<file path="src/hdl/line_follow_wheel_targets_macros.svh">
// Assertion helpers for the line follower wheel target block.
// The assertions use the clock clk and the active-low reset rst_n of the module
// that expands them.
`ifndef LINE_FOLLOW_WHEEL_TARGETS_MACROS_SVH
`define LINE_FOLLOW_WHEEL_TARGETS_MACROS_SVH

`ifndef SYNTHESIS

// The consequent must hold in the same cycle as the antecedent.
`define LFWT_ASSERT_SAME(lbl, ante, cons) \
  lbl: assert property (@(posedge clk) disable iff (!rst_n) (ante) |-> (cons)) \
    else $error("lfwt same-cycle check failed");

// The consequent must hold in the cycle after the antecedent.
`define LFWT_ASSERT_NEXT(lbl, ante, cons) \
  lbl: assert property (@(posedge clk) disable iff (!rst_n) (ante) |=> (cons)) \
    else $error("lfwt next-cycle check failed");

`else

`define LFWT_ASSERT_SAME(lbl, ante, cons)
`define LFWT_ASSERT_NEXT(lbl, ante, cons)

`endif

`endif

</file>
<file path="src/hdl/lfwt_pkg.sv">
package lfwt_pkg;

  // Turn classes as reported on the result channel.
  typedef enum logic [2:0] {
    CLS_LOST        = 3'd0,
    CLS_STRAIGHT    = 3'd1,
    CLS_SMALL_LEFT  = 3'd2,
    CLS_SMALL_RIGHT = 3'd3,
    CLS_LARGE_LEFT  = 3'd4,
    CLS_LARGE_RIGHT = 3'd5
  } cls_t;

  // How the wheel targets of an item are formed.
  typedef enum logic [1:0] {
    ACT_ZERO       = 2'd0,
    ACT_FORM       = 2'd1,
    ACT_SPIN_RIGHT = 2'd2,
    ACT_SPIN_LEFT  = 2'd3
  } act_t;

  // Lost line modes.
  localparam logic [1:0] LOST_STOP   = 2'd0;
  localparam logic [1:0] LOST_SEARCH = 2'd1;
  localparam logic [1:0] LOST_HOLD   = 2'd2;

  // Configuration register indexes.
  localparam int CFG_IDX_W  = 4;
  localparam int CFG_DATA_W = 16;
  localparam logic [CFG_IDX_W-1:0] REG_BASE_SPEED   = 4'd0;
  localparam logic [CFG_IDX_W-1:0] REG_SMALL_PCT    = 4'd1;
  localparam logic [CFG_IDX_W-1:0] REG_LARGE_PCT    = 4'd2;
  localparam logic [CFG_IDX_W-1:0] REG_LEFT_BIAS    = 4'd3;
  localparam logic [CFG_IDX_W-1:0] REG_RIGHT_BIAS   = 4'd4;
  localparam logic [CFG_IDX_W-1:0] REG_SEARCH_SPEED = 4'd5;
  localparam logic [CFG_IDX_W-1:0] REG_ACTIVE_LEVEL = 4'd6;
  localparam logic [CFG_IDX_W-1:0] REG_LOST_MODE    = 4'd7;

  localparam int IN_W  = 8;
  localparam int OUT_W = 64;

  // Division by 100 as a multiply by a rounded-up reciprocal and a shift.
  // Exact for every dividend below 2**22, which covers 32768 * 127.
  localparam int PROD_W      = 22;
  localparam int RECIP_SHIFT = 29;
  localparam int RECIP_W     = 23;
  localparam int QUOT_W      = 16;
  localparam int WIDE_W      = PROD_W + RECIP_W;
  localparam logic [RECIP_W-1:0] RECIP_K = 23'd5368710;

  typedef struct packed {
    logic signed [14:0] base_speed;
    logic [6:0]         small_pct;
    logic [6:0]         large_pct;
    logic signed [14:0] left_bias;
    logic signed [14:0] right_bias;
    logic [13:0]        search_speed;
    logic               active_level;
    logic [1:0]         lost_mode;
  } cfg_t;

  // Classified item handed from the classifier to the target pipeline.
  typedef struct packed {
    logic [7:0]        raw;
    logic              seen;
    logic signed [2:0] err;
    cls_t              cls;
    act_t              act;
    cls_t              tcls;
  } item_t;

endpackage

</file>
<file path="src/hdl/lfwt_classify.sv">
module lfwt_classify
  import lfwt_pkg::*;
(
  input  logic       clk,
  input  logic       rst_n,
  input  logic [7:0] raw,
  input  logic       upd,
  input  logic       active_level,
  input  logic [1:0] lost_mode,
  output item_t      item
);

  logic signed [2:0] last_error_r;
  cls_t              last_turn_r;
  logic [3:0]        s;
  logic              seen;
  cls_t              cls;
  logic signed [2:0] err;

  // A sensor is active when its bit equals the configured level.
  assign s    = raw[3:0] ~^ {4{active_level}};
  assign seen = |s;

  always_comb begin
    if (!seen) begin
      cls = CLS_LOST;
      err = last_error_r;
    end else if (s[1] && s[2]) begin
      cls = CLS_STRAIGHT;
      err = 3'sd0;
    end else if (s[0] && !s[3]) begin
      cls = CLS_LARGE_LEFT;
      err = 3'sd2;
    end else if (s[3] && !s[0]) begin
      cls = CLS_LARGE_RIGHT;
      err = -3'sd2;
    end else if (s[1] && !s[2]) begin
      cls = CLS_SMALL_LEFT;
      err = 3'sd1;
    end else if (s[2] && !s[1]) begin
      cls = CLS_SMALL_RIGHT;
      err = -3'sd1;
    end else begin
      cls = CLS_STRAIGHT;
      err = 3'sd0;
    end
  end

  always_comb begin
    item.raw  = raw;
    item.seen = seen;
    item.err  = err;
    item.cls  = cls;
    item.tcls = cls;
    item.act  = ACT_ZERO;
    if (seen) begin
      item.act = ACT_FORM;
    end else begin
      case (lost_mode)
        LOST_SEARCH: begin
          if (last_error_r[2]) begin
            item.act = ACT_SPIN_RIGHT;
          end else if (last_error_r != 3'sd0) begin
            item.act = ACT_SPIN_LEFT;
          end
        end
        LOST_HOLD: begin
          item.act  = ACT_FORM;
          item.tcls = last_turn_r;
        end
        default: item.act = ACT_ZERO;
      endcase
    end
  end

  always_ff @(posedge clk) begin
    if (!rst_n) begin
      last_error_r <= 3'sd0;
      last_turn_r  <= CLS_STRAIGHT;
    end else if (upd && seen) begin
      last_error_r <= err;
      last_turn_r  <= cls;
    end
  end

endmodule

</file>
<file path="src/hdl/lfwt_targets.sv">
module lfwt_targets
  import lfwt_pkg::*;
(
  input  logic        clk,
  input  logic        rst_n,
  input  cfg_t        cfg,
  input  logic        in_valid,
  output logic        in_ready,
  input  item_t       item,
  output logic        out_valid,
  input  logic        out_ready,
  output logic [7:0]  echo,
  output logic        detected,
  output logic [2:0]  err_o,
  output logic [2:0]  cls_o,
  output logic [15:0] left_o,
  output logic [15:0] right_o,
  output logic [16:0] corr_o
);

  logic v1_r, v2_r, v3_r, vo_r;
  logic rdy1, rdy2, rdy3, rdyo;

  assign rdyo     = !vo_r || out_ready;
  assign rdy3     = !v3_r || rdyo;
  assign rdy2     = !v2_r || rdy3;
  assign rdy1     = !v1_r || rdy2;
  assign in_ready = rdy1;

  // Stage 1: side sums, pick the inner wheel, multiply its magnitude by the percent.
  item_t              it1_r;
  logic signed [15:0] l_sum, r_sum, sel_sum;
  logic               scl_l, scl_r, neg;
  logic [15:0]        mag;
  logic [6:0]         pct;
  logic [22:0]        prod_full;

  logic signed [15:0] l_sum2_r, r_sum2_r, l_sum3_r, r_sum3_r;
  logic               scl_l2_r, scl_r2_r, neg2_r, scl_l3_r, scl_r3_r, neg3_r;
  logic [PROD_W-1:0]  prod2_r;
  item_t              it2_r, it3_r;
  logic [WIDE_W-1:0]  wide;
  logic [QUOT_W-1:0]  quot3_r;

  assign l_sum   = 16'(cfg.base_speed) + 16'(cfg.left_bias);
  assign r_sum   = 16'(cfg.base_speed) + 16'(cfg.right_bias);
  assign scl_l   = (it1_r.act == ACT_FORM) &&
                   (it1_r.tcls == CLS_SMALL_LEFT || it1_r.tcls == CLS_LARGE_LEFT);
  assign scl_r   = (it1_r.act == ACT_FORM) &&
                   (it1_r.tcls == CLS_SMALL_RIGHT || it1_r.tcls == CLS_LARGE_RIGHT);
  assign pct     = (it1_r.tcls == CLS_SMALL_LEFT || it1_r.tcls == CLS_SMALL_RIGHT) ?
                   cfg.small_pct : cfg.large_pct;
  assign sel_sum = scl_l ? l_sum : r_sum;
  assign neg     = sel_sum[15];
  assign mag     = neg ? 16'(-sel_sum) : 16'(sel_sum);
  assign prod_full = 23'(mag) * 23'(pct);

  // Stage 2: reciprocal multiply for the division by 100.
  assign wide = WIDE_W'(prod2_r) * WIDE_W'(RECIP_K);

  // Stage 3: signed, saturated inner wheel and final targets.
  logic signed [16:0] sq;
  logic signed [15:0] scaled, lt, rt;

  assign sq = neg3_r ? -$signed({1'b0, quot3_r}) : $signed({1'b0, quot3_r});

  always_comb begin
    if (sq > 17'sd32767) begin
      scaled = 16'sh7FFF;
    end else if (sq < -17'sd32768) begin
      scaled = 16'sh8000;
    end else begin
      scaled = sq[15:0];
    end
  end

  always_comb begin
    case (it3_r.act)
      ACT_FORM: begin
        lt = scl_l3_r ? scaled : l_sum3_r;
        rt = scl_r3_r ? scaled : r_sum3_r;
      end
      ACT_SPIN_RIGHT: begin
        lt = $signed(16'(cfg.search_speed));
        rt = -$signed(16'(cfg.search_speed));
      end
      ACT_SPIN_LEFT: begin
        lt = -$signed(16'(cfg.search_speed));
        rt = $signed(16'(cfg.search_speed));
      end
      default: begin
        lt = 16'sd0;
        rt = 16'sd0;
      end
    endcase
  end

  always_ff @(posedge clk) begin
    if (!rst_n) begin
      v1_r <= 1'b0;
      v2_r <= 1'b0;
      v3_r <= 1'b0;
      vo_r <= 1'b0;
    end else begin
      if (rdy1) v1_r <= in_valid;
      if (rdy2) v2_r <= v1_r;
      if (rdy3) v3_r <= v2_r;
      if (rdyo) vo_r <= v3_r;
    end
  end

  always_ff @(posedge clk) begin
    if (rdy1) begin
      it1_r <= item;
    end
    if (rdy2) begin
      it2_r    <= it1_r;
      l_sum2_r <= l_sum;
      r_sum2_r <= r_sum;
      scl_l2_r <= scl_l;
      scl_r2_r <= scl_r;
      neg2_r   <= neg;
      prod2_r  <= prod_full[PROD_W-1:0];
    end
    if (rdy3) begin
      it3_r    <= it2_r;
      l_sum3_r <= l_sum2_r;
      r_sum3_r <= r_sum2_r;
      scl_l3_r <= scl_l2_r;
      scl_r3_r <= scl_r2_r;
      neg3_r   <= neg2_r;
      quot3_r  <= wide[RECIP_SHIFT+QUOT_W-1:RECIP_SHIFT];
    end
    if (rdyo) begin
      echo     <= it3_r.raw;
      detected <= it3_r.seen;
      err_o    <= it3_r.err;
      cls_o    <= it3_r.cls;
      left_o   <= lt;
      right_o  <= rt;
      corr_o   <= 17'(rt) - 17'(lt);
    end
  end

  assign out_valid = vo_r;

endmodule

</file>
<file path="src/hdl/line_follow_wheel_targets.sv">
// Line follower wheel targets.
// Each item on the in_ channel is one raw sample of four line sensors (bits 0 to 3,
// left to right). The block classifies it as lost, straight, small or large left,
// or small or large right, and returns one result item on the out_ channel with
// the echoed byte, the detect flag, the track error, the class and the left and
// right wheel speed targets together with their difference.
// Settings are written over the cfg_ channel, one register per item; cfg_ready is
// always high, and writes are expected only while no item is in flight.
// out_tvalid rises once an accepted item has reached the output register.
// One item is accepted per cycle while the output is not stalled:
// the input register, the percent product, the quotient of the reciprocal multiply
// that divides by 100 and the saturated output register each pass one item a cycle.
// When out_tready is low the pipeline fills its empty stages and then holds; in_tready
// drops only once every stage holds an item. The lost-line memory (last error and
// last turn) is updated at acceptance, so a stall never changes results.
// Reset clears the pipeline, restores all settings to their defaults and sets the
// last error to zero and the last turn to straight.
`include "line_follow_wheel_targets_macros.svh"

module line_follow_wheel_targets
  import lfwt_pkg::*;
(
  input  logic                  clk,
  input  logic                  rst_n,
  // in_tdata: sensor_raw[7:0]
  input  logic                  in_tvalid,
  output logic                  in_tready,
  input  logic [IN_W-1:0]       in_tdata,
  // out_tdata: sensor_echo[7:0], line_detected[8], track_error[11:9],
  // turn_class[14:12], left_target[30:15], right_target[46:31], correction[63:47]
  output logic                  out_tvalid,
  input  logic                  out_tready,
  output logic [OUT_W-1:0]      out_tdata,
  input  logic                  cfg_valid,
  output logic                  cfg_ready,
  input  logic [CFG_IDX_W-1:0]  cfg_index,
  input  logic [CFG_DATA_W-1:0] cfg_data
);

  cfg_t        cfg_r;
  item_t       item;
  logic        in_acc;
  logic [7:0]  echo;
  logic        detected;
  logic [2:0]  err_o, cls_o;
  logic [15:0] left_o, right_o;
  logic [16:0] corr_o;

  assign cfg_ready = 1'b1;
  assign in_acc    = in_tvalid && in_tready;

  // Configuration registers; indexes past the list are ignored.
  always_ff @(posedge clk) begin
    if (!rst_n) begin
      cfg_r.base_speed   <= 15'sd0;
      cfg_r.small_pct    <= 7'd100;
      cfg_r.large_pct    <= 7'd100;
      cfg_r.left_bias    <= 15'sd0;
      cfg_r.right_bias   <= 15'sd0;
      cfg_r.search_speed <= 14'd0;
      cfg_r.active_level <= 1'b1;
      cfg_r.lost_mode    <= LOST_SEARCH;
    end else if (cfg_valid && cfg_ready) begin
      case (cfg_index)
        REG_BASE_SPEED:   cfg_r.base_speed   <= cfg_data[14:0];
        REG_SMALL_PCT:    cfg_r.small_pct    <= cfg_data[6:0];
        REG_LARGE_PCT:    cfg_r.large_pct    <= cfg_data[6:0];
        REG_LEFT_BIAS:    cfg_r.left_bias    <= cfg_data[14:0];
        REG_RIGHT_BIAS:   cfg_r.right_bias   <= cfg_data[14:0];
        REG_SEARCH_SPEED: cfg_r.search_speed <= cfg_data[13:0];
        REG_ACTIVE_LEVEL: cfg_r.active_level <= cfg_data[0];
        REG_LOST_MODE:    cfg_r.lost_mode    <= cfg_data[1:0];
        default: ;
      endcase
    end
  end

  // Classification and the lost-line memory act on the item as it is accepted.
  lfwt_classify u_classify (
    .clk          (clk),
    .rst_n        (rst_n),
    .raw          (in_tdata[7:0]),
    .upd          (in_acc),
    .active_level (cfg_r.active_level),
    .lost_mode    (cfg_r.lost_mode),
    .item         (item)
  );

  lfwt_targets u_targets (
    .clk       (clk),
    .rst_n     (rst_n),
    .cfg       (cfg_r),
    .in_valid  (in_tvalid),
    .in_ready  (in_tready),
    .item      (item),
    .out_valid (out_tvalid),
    .out_ready (out_tready),
    .echo      (echo),
    .detected  (detected),
    .err_o     (err_o),
    .cls_o     (cls_o),
    .left_o    (left_o),
    .right_o   (right_o),
    .corr_o    (corr_o)
  );

  assign out_tdata = {corr_o, right_o, left_o, cls_o, err_o, detected, echo};

  // A result without a detected line always reports the lost class.
  `LFWT_ASSERT_SAME(a_lost_class, out_tvalid && !detected, cls_o == CLS_LOST)

  // A detected line pairs each class with its own error value.
  `LFWT_ASSERT_SAME(a_class_error, out_tvalid && detected,
    (cls_o == CLS_STRAIGHT && err_o == 3'd0) || (cls_o == CLS_SMALL_LEFT && err_o == 3'd1) ||
    (cls_o == CLS_SMALL_RIGHT && err_o == 3'b111) ||
    (cls_o == CLS_LARGE_LEFT && err_o == 3'd2) || (cls_o == CLS_LARGE_RIGHT && err_o == 3'b110))

  // In stop mode a lost line drives both wheels to zero.
  `LFWT_ASSERT_SAME(a_stop_zero,
    out_tvalid && !detected && cfg_r.lost_mode == LOST_STOP,
    left_o == 16'd0 && right_o == 16'd0)

  // A result held under backpressure keeps its targets.
  `LFWT_ASSERT_NEXT(a_hold_targets, out_tvalid && !out_tready,
    $stable(left_o) && $stable(right_o) && $stable(corr_o))

endmodule
</file>
<file path="config.mk">
export PLATFORM = sky130hd
export DESIGN_NAME = line_follow_wheel_targets
export DESIGN_NICKNAME = d
export VERILOG_FILES = /design/src/hdl/lfwt_pkg.sv /design/src/hdl/lfwt_classify.sv /design/src/hdl/lfwt_targets.sv /design/src/hdl/line_follow_wheel_targets.sv
export VERILOG_INCLUDE_DIRS = /design/src /design/src/hdl
export SDC_FILE = /design/constraint.sdc
export NUM_CORES = 1
export LEC_CHECK = 0
export ABC_AREA = 1
export BUFFER_PORTS_ARGS = -buffer_cell sky130_fd_sc_hd__buf_2
export CAP_MARGIN = 25
export CORE_ASPECT_RATIO = 1.75
export CORE_MARGIN = 8
export CORE_UTILIZATION = 34
export DETAILED_ROUTE_END_ITERATION = 16
export PLACE_DENSITY_LB_ADDON = 0.08
export RECOVER_POWER = 50
export SLEW_MARGIN = 20
export SYNTH_ARGS = -nofsm -noshare
export SYNTH_HDL_FRONTEND = slang
export SYNTH_SLANG_ARGS = --single-unit
</file>
<file path="constraint.sdc">
create_clock -name clk -period 21.3 [get_ports clk]
set_clock_uncertainty 0.1 [all_clocks]
set_input_delay 4.26 -clock clk [delete_from_list [all_inputs] [get_ports clk]]
set_output_delay 4.26 -clock clk [all_outputs]
set_load 0.005 [all_outputs]
</file>
==> run_results.csv, run 1 <==
group,metric,value,unit
outcome,status,"finished, violations left",
outcome,failed_checks,"capacitance limit, slew limit",
critical_path,worst_setup_path_end_kind,"primary output",
final_layout,final_area,0.0301,sq mm
critical_path,critPathRequiredTime,16.94,ns
clock_network,clk_pin_slew_worst_paths,0.07,ns
critical_path,startpoint_type,"input port",
die,ios,100,
synthesis,synth_fa_ha_area_frac,0.334,
synthesis,netlist_area,0.0273,sq mm
synthesis,postSynthAreaPerCell,9.06,sq um
synthesis,ys_async_sr_fraction,0,
synthesis,synthSimpleGateAreaFrac,0.165,
critical_path,critical_path_class,"input port to primary output",
clock_network,htreeDepth,2,
timing,hold_viol_final,0,
die,rows,137,
grt,grt_antenna_before_repair,0,
clock_network,cts_hold_buf,0,
route,drt_pass1_iterations,5,
clock_network,cts_buffers,35,
timing,fin_ws,11.05,ns
synthesis,yosysSeqAreaShare,0.311,
route,wire_per_inst,18.9,um
placement,finalWeightedCongestion,0.884,
min_path,hp-class,"flop to flop",
grt,groute.usage.overall,0.177,
final_layout,mostFrequentLayoutCells,"inv_1, nand2_1, ha_1, nor2_1, fa_1",
synthesis,yosys_warnings,0,
placement,place_area,0.0290,sq mm
final_layout,syn2layout_area_growth,10.2,%
synthesis,ys_ff_latch,312,
route,drc,0,
synthesis,synth_area_leaders,"edfxtp_1, fa_1, ha_1",
timing,layout_min_cycle_time,10.25,ns
synthesis,synth_top_family_by_area,"adder cells",
final_layout,final_common_cell,"inv_1",
placement,portBuffers,97,
grt,overflow,0,
die,start_util,0.343,
grt,grt_pass1_vias,21900,
synthesis,ys.flop_type,"edfxtp_1",
timing,max_slew_margin,-1.55,
synthesis,synth.top_cell.area_share,0.248,
clock_network,cts_setup_buffers,0,
timing,fmax,97.6,MHz
synthesis,synth_nets,3632,
die,core-area,0.0797,sq mm
timing,setup-violations-final,0,
critical_path,cp_max_fo,26,
clock_network,cts.sink_count,312,
placement,dpl.hpwl,67000,um
route,ant_nets,0,
grt,grt_pass1_wl,123000,um
final_layout,layout-drive-gt1-share,0.0694,
synthesis,synthXorXnorAreaFrac,0.0306,
final_layout,n_antenna_cell,0,
route,vias_per_cell,4.76,
final_layout,final_nets,3730,
timing,final_max_slew_viol_count,214,
die,fp.dieW,230,um
timing,finalSetupTns,0,ns
synthesis,synth-edff-count,226,
route,vias,19900,
clock_network,cts_tree,"yes",
synthesis,synthMuxAreaShare,0,
route,wirelength,78900,um
timing,period_share,0.481,
grt,grt_max_degree,78,
clock_network,insertion_delay,0.55,ns
critical_path,critPathArrivalTime,5.89,ns
synthesis,synth_cells,3018,
timing,grt_setup_unrepaired,"no",
die,die_h,391,um
clock_network,ctsResizeCount,0,
clock_network,cts_buffer_depth,3,
synthesis,synth_largest_area_cell,"edfxtp_1",
clock_network,cts-root-buf,"clkbuf_16",
run,max_cap_viol_count,3,
route,drtIter0Drc,855,
synthesis,synth_compound_area_frac,0.0720,
timing,worstMarginPinSlew,3.82,ns
synthesis,synth_cell_types,60,
placement,place_ws,11.36,ns
die,die_area,0.0901,sq mm
[Yosys cell counts (25+ instances only)]
library cell	count
edfxtp_1	226
nor2_1	303
xor2_1	58
inv_1	558
a21oi_1	165
nand2_1	485
clkbuf_1	37
ha_1	332
o21ai_0	145
nand3_1	152
xnor2_1	25
fa_1	249
dfxtp_1	86
[state kept, by name, indices dropped and copies added (netlist names), 16 cells and up]
name,count
u_targets.l_sum3_r,16
cfg_r,76
u_targets.corr_o,17
u_targets.l_sum2_r,16
u_targets.right_o,16
u_targets.left_o,16
u_targets.r_sum2_r,16
u_targets.it2_r,17
u_targets.r_sum3_r,16
u_targets.quot3_r,16
u_targets.prod2_r,22
u_targets.it3_r,17
u_targets.it1_r,20
[through the flow]
step | hold slack, ns | utilization | cells
after floorplan | 0.300 | - | 3018
after global placement | 0.302 | 0.364 | 4120
after detailed placement | 0.305 | 0.364 | 4121
after CTS | 0.307 | 0.379 | 4184
after global routing | 0.314 | 0.378 | 4184
final | 0.311 | 0.378 | 4184
[cells by family after synthesis]
| logic type | Yosys count |
|---|---|
| AOI/OAI and AO/OA | 364 |
| and+or+nand+nor | 1052 |
| buffers and inverters | 619 |
| xor gates and xnor gates | 89 |
| adders and majority gates | 581 |
| other | 1 |
| DFF | 312 |
[area by class of cell]
class	count	area, sq um
Sequential cell	312	8510
Inverter	569	2140
Tap cell	1042	1300
Clock inverter	22	293
Timing Repair Buffer	111	578
Multi-Input combinational cell	2087	16400
Fill cell	8182	49600
Clock buffer	41	908
[routing by layer]
layer | global-route usage | share of wire | vias to the layer above
met2 | 0.358 | 0.56 | 339
met1 | 0.177 | 0.36 | 9561
met3 | 0.0149 | 0.020 | 141
met5 | 0 | 0 | -
li1 | - | - | 9894
met4 | 0.0891 | 0.056 | 0
[path summary, 6_finish.rpt]
check | end | slack [ns] | start | cells after the start
worst max register to register | u_targets.prod2_r[21] | 12.75 | u_targets.it1_r[2] | 25
worst min-delay path | u_targets.l_sum3_r[5] | 0.31 | u_targets.l_sum2_r[5] | 0
worst max-delay path | in_tready | 11.05 | out_tready | 10
worst min register to register | u_targets.l_sum3_r[5] | 0.31 | u_targets.l_sum2_r[5] | 0
[worst max-delay path: stages]
cell,delay (ns)
buf_2,0.10
nor2_1,0.10
clkinv_1,0.09
nor2_1,0.10
clkinv_1,0.08
nor2_1,0.10
inv_1,0.45
nor2_1,0.31
inv_1,0.14
buf_2,0.16
Power of run 1 is left out: the tool's default activity adds up to more than one toggle a clock period on the data nets, which glitch-free logic cannot reach.
==> inputs of run 2 (changes only) <==
==> constraint.sdc (replaced) <==
create_clock -name clk -period 8.91 [get_ports clk]
set_clock_uncertainty 0.1 [all_clocks]
set_input_delay 1.782 -clock clk [delete_from_list [all_inputs] [get_ports clk]]
set_output_delay 1.782 -clock clk [all_outputs]
set_load 0.005 [all_outputs]
==> run_results.csv, run 2 (same netlist as run 1, synthesis figures left out) <==
group,metric,value,unit
critical_path,regToRegStartpoint,"u_targets.it1_r[2]",
timing,finalSetupTns,0,ns
placement,finalWeightedCongestion,0.897,
route,vias_per_cell,4.80,
route,drc,0,
grt,groute.usage.overall,0.177,
die,die_h,391,um
min_path,min_from,"u_targets.it2_r[8]",
route,drtIter0Drc,874,
final_layout,syn2layout_area_growth,10.1,%
timing,max_slew_margin,-1.54,
clock_network,cts_tree,"yes",
critical_path,worst_setup_path_end_kind,"flop",
critical_path,critPathRequiredTime,9.10,ns
critical_path,rrSetupSlack,1.25,ns
final_layout,final_common_cell,"inv_1",
clock_network,cts-root-buf,"clkbuf_16",
final_layout,layout-drive-gt1-share,0.0582,
route,route.met3.wl,1860,um
grt,grt_max_degree,78,
clock_network,cts_buffer_depth,3,
placement,portBuffers,97,
timing,worstMarginPinSlew,3.80,ns
clock_network,clk_pin_slew_worst_paths,0.06,ns
clock_network,cts_hold_buf,0,
clock_network,ctsResizeCount,0,
die,ios,100,
critical_path,critPathArrivalTime,7.85,ns
outcome,status,"finished, violations left",
final_layout,top_register,"cfg_r",
clock_network,cts_setup_buffers,0,
timing,whs,0.312,ns
route,top_layer,"met5",
clock_network,htreeDepth,2,
route,met2_length,44100,um
critical_path,worst_r2r_path_depth,24,
timing,final_max_slew_viol_count,145,
final_layout,top_regs,"cfg_r x76, u_targets.prod2_r x22, u_targets.it1_r x20",
die,core-area,0.0797,sq mm
route,ant_nets,0,
clock_network,cts_buffers,35,
critical_path,startpoint_type,"flop",
min_path,hp-class,"flop to flop",
critical_path,critical_path_class,"flop to flop",
timing,setup-violations-final,0,
final_layout,mostFrequentLayoutCells,"inv_1, nand2_1, ha_1, nor2_1, fa_1",
grt,grt_pass1_vias,21600,
final_layout,final_nets,3733,
placement,dpl.hpwl,66600,um
die,rows,137,
outcome,failed_checks,"capacitance limit, slew limit",
grt,grt_pass1_wl,124000,um
die,die_area,0.0901,sq mm
timing,period_share,0.860,
final_layout,final_area,0.0301,sq mm
route,drt_pass1_iterations,7,
grt,grt_antenna_before_repair,2,
min_path,hold_depth,0,
route,wirelength,79200,um
die,fp.dieW,230,um
critical_path,timing.rr.end,"u_targets.prod2_r[19]",
run,max_cap_viol_count,2,
timing,layout_min_cycle_time,7.66,ns
clock_network,insertion_delay,0.57,ns
route,wire_per_inst,18.9,um
timing,fmax,131,MHz
route,vias,20100,
route,wl_met1,29300,um
grt,overflow,0,
placement,place_area,0.0290,sq mm
final_layout,largest_register_ffs,76,
die,start_util,0.343,
critical_path,cp_max_fo,20,
timing,hold_viol_final,0,
min_path,holdPathEnd,"u_targets.it3_r[8]",
clock_network,cts.sink_count,312,
timing,grt_setup_unrepaired,"no",
[run 2: changes by cell type in the layout (fill, tap and decap cells not counted), sizes merged]
cell,previous run,this run
clkbuf,49,87
clkinv,16,19
buf,103,70
diode,0,2
clkinvlp,5,1
bufinv,5,3
[run 2: worst max path at each step]
stage,slack (ns),cells after the start,from,end
global placement,1.72,29,cfg_r[32],u_targets.prod2_r[21]
CTS,1.62,29,cfg_r[32],u_targets.prod2_r[21]
detailed placement,1.66,29,cfg_r[61],u_targets.prod2_r[21]
finish,1.25,24,u_targets.it1_r[2],u_targets.prod2_r[19]
floorplan,0.19,8,out_tready,in_tready
global route,0.69,29,u_targets.it1_r[2],u_targets.prod2_r[21]
[run 2: cell type report]
class                      count  area [sq um]
inverter                     569          2140
timing repair buffer         114           571
clock inverter                19           213
multi-input combinational   2087         16400
sequential                   312          8510
clock buffer                  43           937
antenna                        2          5.00
tap                         1042          1300
fill                        8111         49600
[run 2: per-stage QoR]
step                cells  worst slack (ns)   util
CTS                  4185              1.62  0.378
floorplan            3018             0.187      -
finish               4188              1.25  0.377
global placement     4123              1.72  0.364
global route         4186             0.686  0.377
detailed placement   4123              1.66  0.364
[run 2: worst max-delay path, cell delays in order, from the launching register on]
cell,delay [ns]
edfxtp_1,0.39
inv_1,0.06
nand2_1,0.36
nand2_1,0.31
nand2_4,0.24
inv_1,0.51
nand2_2,0.13
nand2_4,0.22
inv_2,0.12
o21ai_0,0.84
inv_1,0.23
nand2_1,0.16
fa_1,0.47
fa_1,0.46
fa_1,0.48
inv_1,0.05
fa_1,0.44
ha_1,0.35
a21oi_1,0.23
o21ai_0,0.13
a21oi_1,0.26
o21ai_0,0.23
a21oi_1,0.27
o21ai_0,0.14
xor2_1,0.15
[run 2: routing by layer]
layer	track usage	up-vias
met3	0.0174	134
met5	0	-
met1	0.182	9700
met4	0.0837	2
li1	-	9911
met2	0.352	335
Power of run 2 is left out for the same reason.
==> inputs of run 3 (changes only) <==
--- a/config.mk
+++ b/config.mk
@@ -7,12 +7,12 @@
 export NUM_CORES = 1
 export LEC_CHECK = 0
 export ABC_AREA = 1
-export BUFFER_PORTS_ARGS = -buffer_cell sky130_fd_sc_hd__buf_2
 export CAP_MARGIN = 25
 export CORE_ASPECT_RATIO = 1.75
 export CORE_MARGIN = 8
 export CORE_UTILIZATION = 34
 export DETAILED_ROUTE_END_ITERATION = 16
+export DONT_BUFFER_PORTS = 1
 export PLACE_DENSITY_LB_ADDON = 0.08
 export RECOVER_POWER = 50
 export SLEW_MARGIN = 20
==> constraint.sdc (replaced) <==
create_clock -name clk -period 6.16 [get_ports clk]
set_clock_uncertainty 0.1 [all_clocks]
set_input_delay 1.232 -clock clk [delete_from_list [all_inputs] [get_ports clk]]
set_output_delay 1.232 -clock clk [all_outputs]
set_load 0.005 [all_outputs]
==> run_results.csv, run 3 (same netlist as run 1, synthesis figures left out) <==
group,metric,value,unit
final_layout,fill_cells,7949,
outcome,failed_checks,"setup timing",
final_layout,top_register,"cfg_r",
placement,dpl.hpwl,71200,um
timing,grt_setup_unrepaired,"yes",
outcome,status,"finished, violations left",
final_layout,n_antenna_cell,0,
clock_network,insertion_delay,0.60,ns
timing,max_slew_margin,0.393,
min_path,hp-class,"flop to flop",
clock_network,cts_buffers,31,
clock_network,cts_buffer_depth,3,
clock_network,cts_hold_buf,0,
grt,grt_pass1_wl,127000,um
placement,portBuffers,0,
grt,grt_max_degree,78,
clock_network,htreeDepth,1,
final_layout,top_regs,"cfg_r x76, u_targets.prod2_r x22, u_targets.it1_r x20",
placement,place_ws,-0.535,ns
final_layout,final_nets,3975,
critical_path,critPathSlowestCell,"fa_1",
critical_path,critPathMaxStageDelay,0.52,ns
clock_network,cts.sink_count,312,
critical_path,worst_setup_path_end_kind,"flop",
route,drt_pass1_iterations,5,
critical_path,crit_buf_inv,5,
die,rows,137,
critical_path,critPathArrivalTime,6.46,ns
final_layout,largest_register_ffs,76,
timing,fmax,161,MHz
grt,grt_pass1_vias,22600,
clock_network,cts-root-buf,"clkbuf_16",
route,wire_per_inst,18.9,um
die,start_util,0.343,
route,drc,0,
critical_path,regToRegStartpoint,"cfg_r[61]",
final_layout,mostFrequentLayoutCells,"inv_1, nand2_1, buf_4, ha_1, nor2_1",
timing,hold_viol_final,0,
timing,final_max_slew_viol_count,0,
final_layout,syn2layout_area_growth,22.7,%
final_layout,postLayoutCoreUtil,0.421,
route,ant_nets,0,
grt,grt_antenna_before_repair,0,
die,die_area,0.0901,sq mm
grt,overflow,0,
route,vias_per_cell,4.69,
clock_network,clk_pin_slew_worst_paths,0.07,ns
critical_path,critical_path_class,"flop to flop",
critical_path,crit_path_start,"cfg_r[61]",
route,drtIter0Drc,676,
critical_path,startpoint_type,"flop",
critical_path,path_common_cell,"fa_1",
final_layout,layout-drive-gt1-share,0.197,
die,ios,100,
grt,groute.usage.overall,0.184,
critical_path,crit_family,"adder cells",
clock_network,cts_tree,"yes",
placement,finalWeightedCongestion,0.902,
final_layout,final_common_cell,"inv_1",
timing,setup-violations-final,2,
min_path,min_from,"u_targets.it3_r[7]",
critical_path,critPathRequiredTime,6.39,ns
route,vias,20800,
critical_path,cp_max_fo,5,
timing,fin_ws,-0.0676,ns
run,max_cap_viol_count,0,
die,core-area,0.0797,sq mm
timing,period_share,1.01,
die,die_h,391,um
route,wirelength,83500,um
timing,layout_min_cycle_time,6.23,ns
timing,worstMarginPinSlew,0.910,ns
die,fp.dieW,230,um
==> run 3: changes by cell type in the layout (fill, tap and decap cells not counted), moves of 30 or more <==
cell      change
nand2_2      +32
ha_1         -36
nand2_1      -43
buf_4       +327
buf_2        -56
clkbuf_1     -45
ha_4         +30
==> run 3: what timing repair did <==
| action | CTS | global route |
|---|---|---|
| pin swaps | 36 | 107 |
| endpoints found under the setup margin | 24 | 28 |
| buffers inserted | 15 | 20 |
| resized for setup | 99 | 152 |
==> run 3: final cells by class <==
cell class | count | area [sq um] | area share
multi-input cells | 2087 | 17500 | 0.523
clock inverters | 15 | 258 | 0.00768
flip-flops and latches | 312 | 8520 | 0.254
clock buffers | 43 | 905 | 0.0270
well taps | 1042 | 1300 | 0.0389
repair buffers | 360 | 2850 | 0.0850
inverters | 569 | 2160 | 0.0643
==> run 3: layer usage <==
metal | wire length (um) | vias to the layer above | part of all wire | track usage
li1 | - | 10400 | - | -
met1 | 28000 | 9952 | 0.33 | 0.169
met2 | 48800 | 276 | 0.58 | 0.390
met3 | 1780 | 154 | 0.021 | 0.0160
met4 | 4970 | 0 | 0.060 | 0.0902
met5 | 0 | - | 0 | 0
==> run 3: final timing paths <==
kind                                end  slack, ns  cells after the start
setup / recovery  u_targets.prod2_r[20]      -0.07                     31
hold reg to reg      u_targets.cls_o[2]       0.32                      0
setup reg to reg  u_targets.prod2_r[20]      -0.07                     31
hold / removal       u_targets.cls_o[2]       0.32                      0
==> run 3: through the flow <==
step	hold WS, ns	std cells	setup TNS (ns)	cell area [sq um]
3_5_place_dp	0.305	4336	-5.25	31000
3_3_place_gp	0.300	4335	-5.00	31000
4_1_cts	0.319	4409	-0.389	32700
5_1_grt	0.320	4428	-1.35	33500
2_1_floorplan	0.300	3018	-0.614	27400
6_report	0.317	4428	-0.108	33500
Power of run 3 is left out for the same reason.
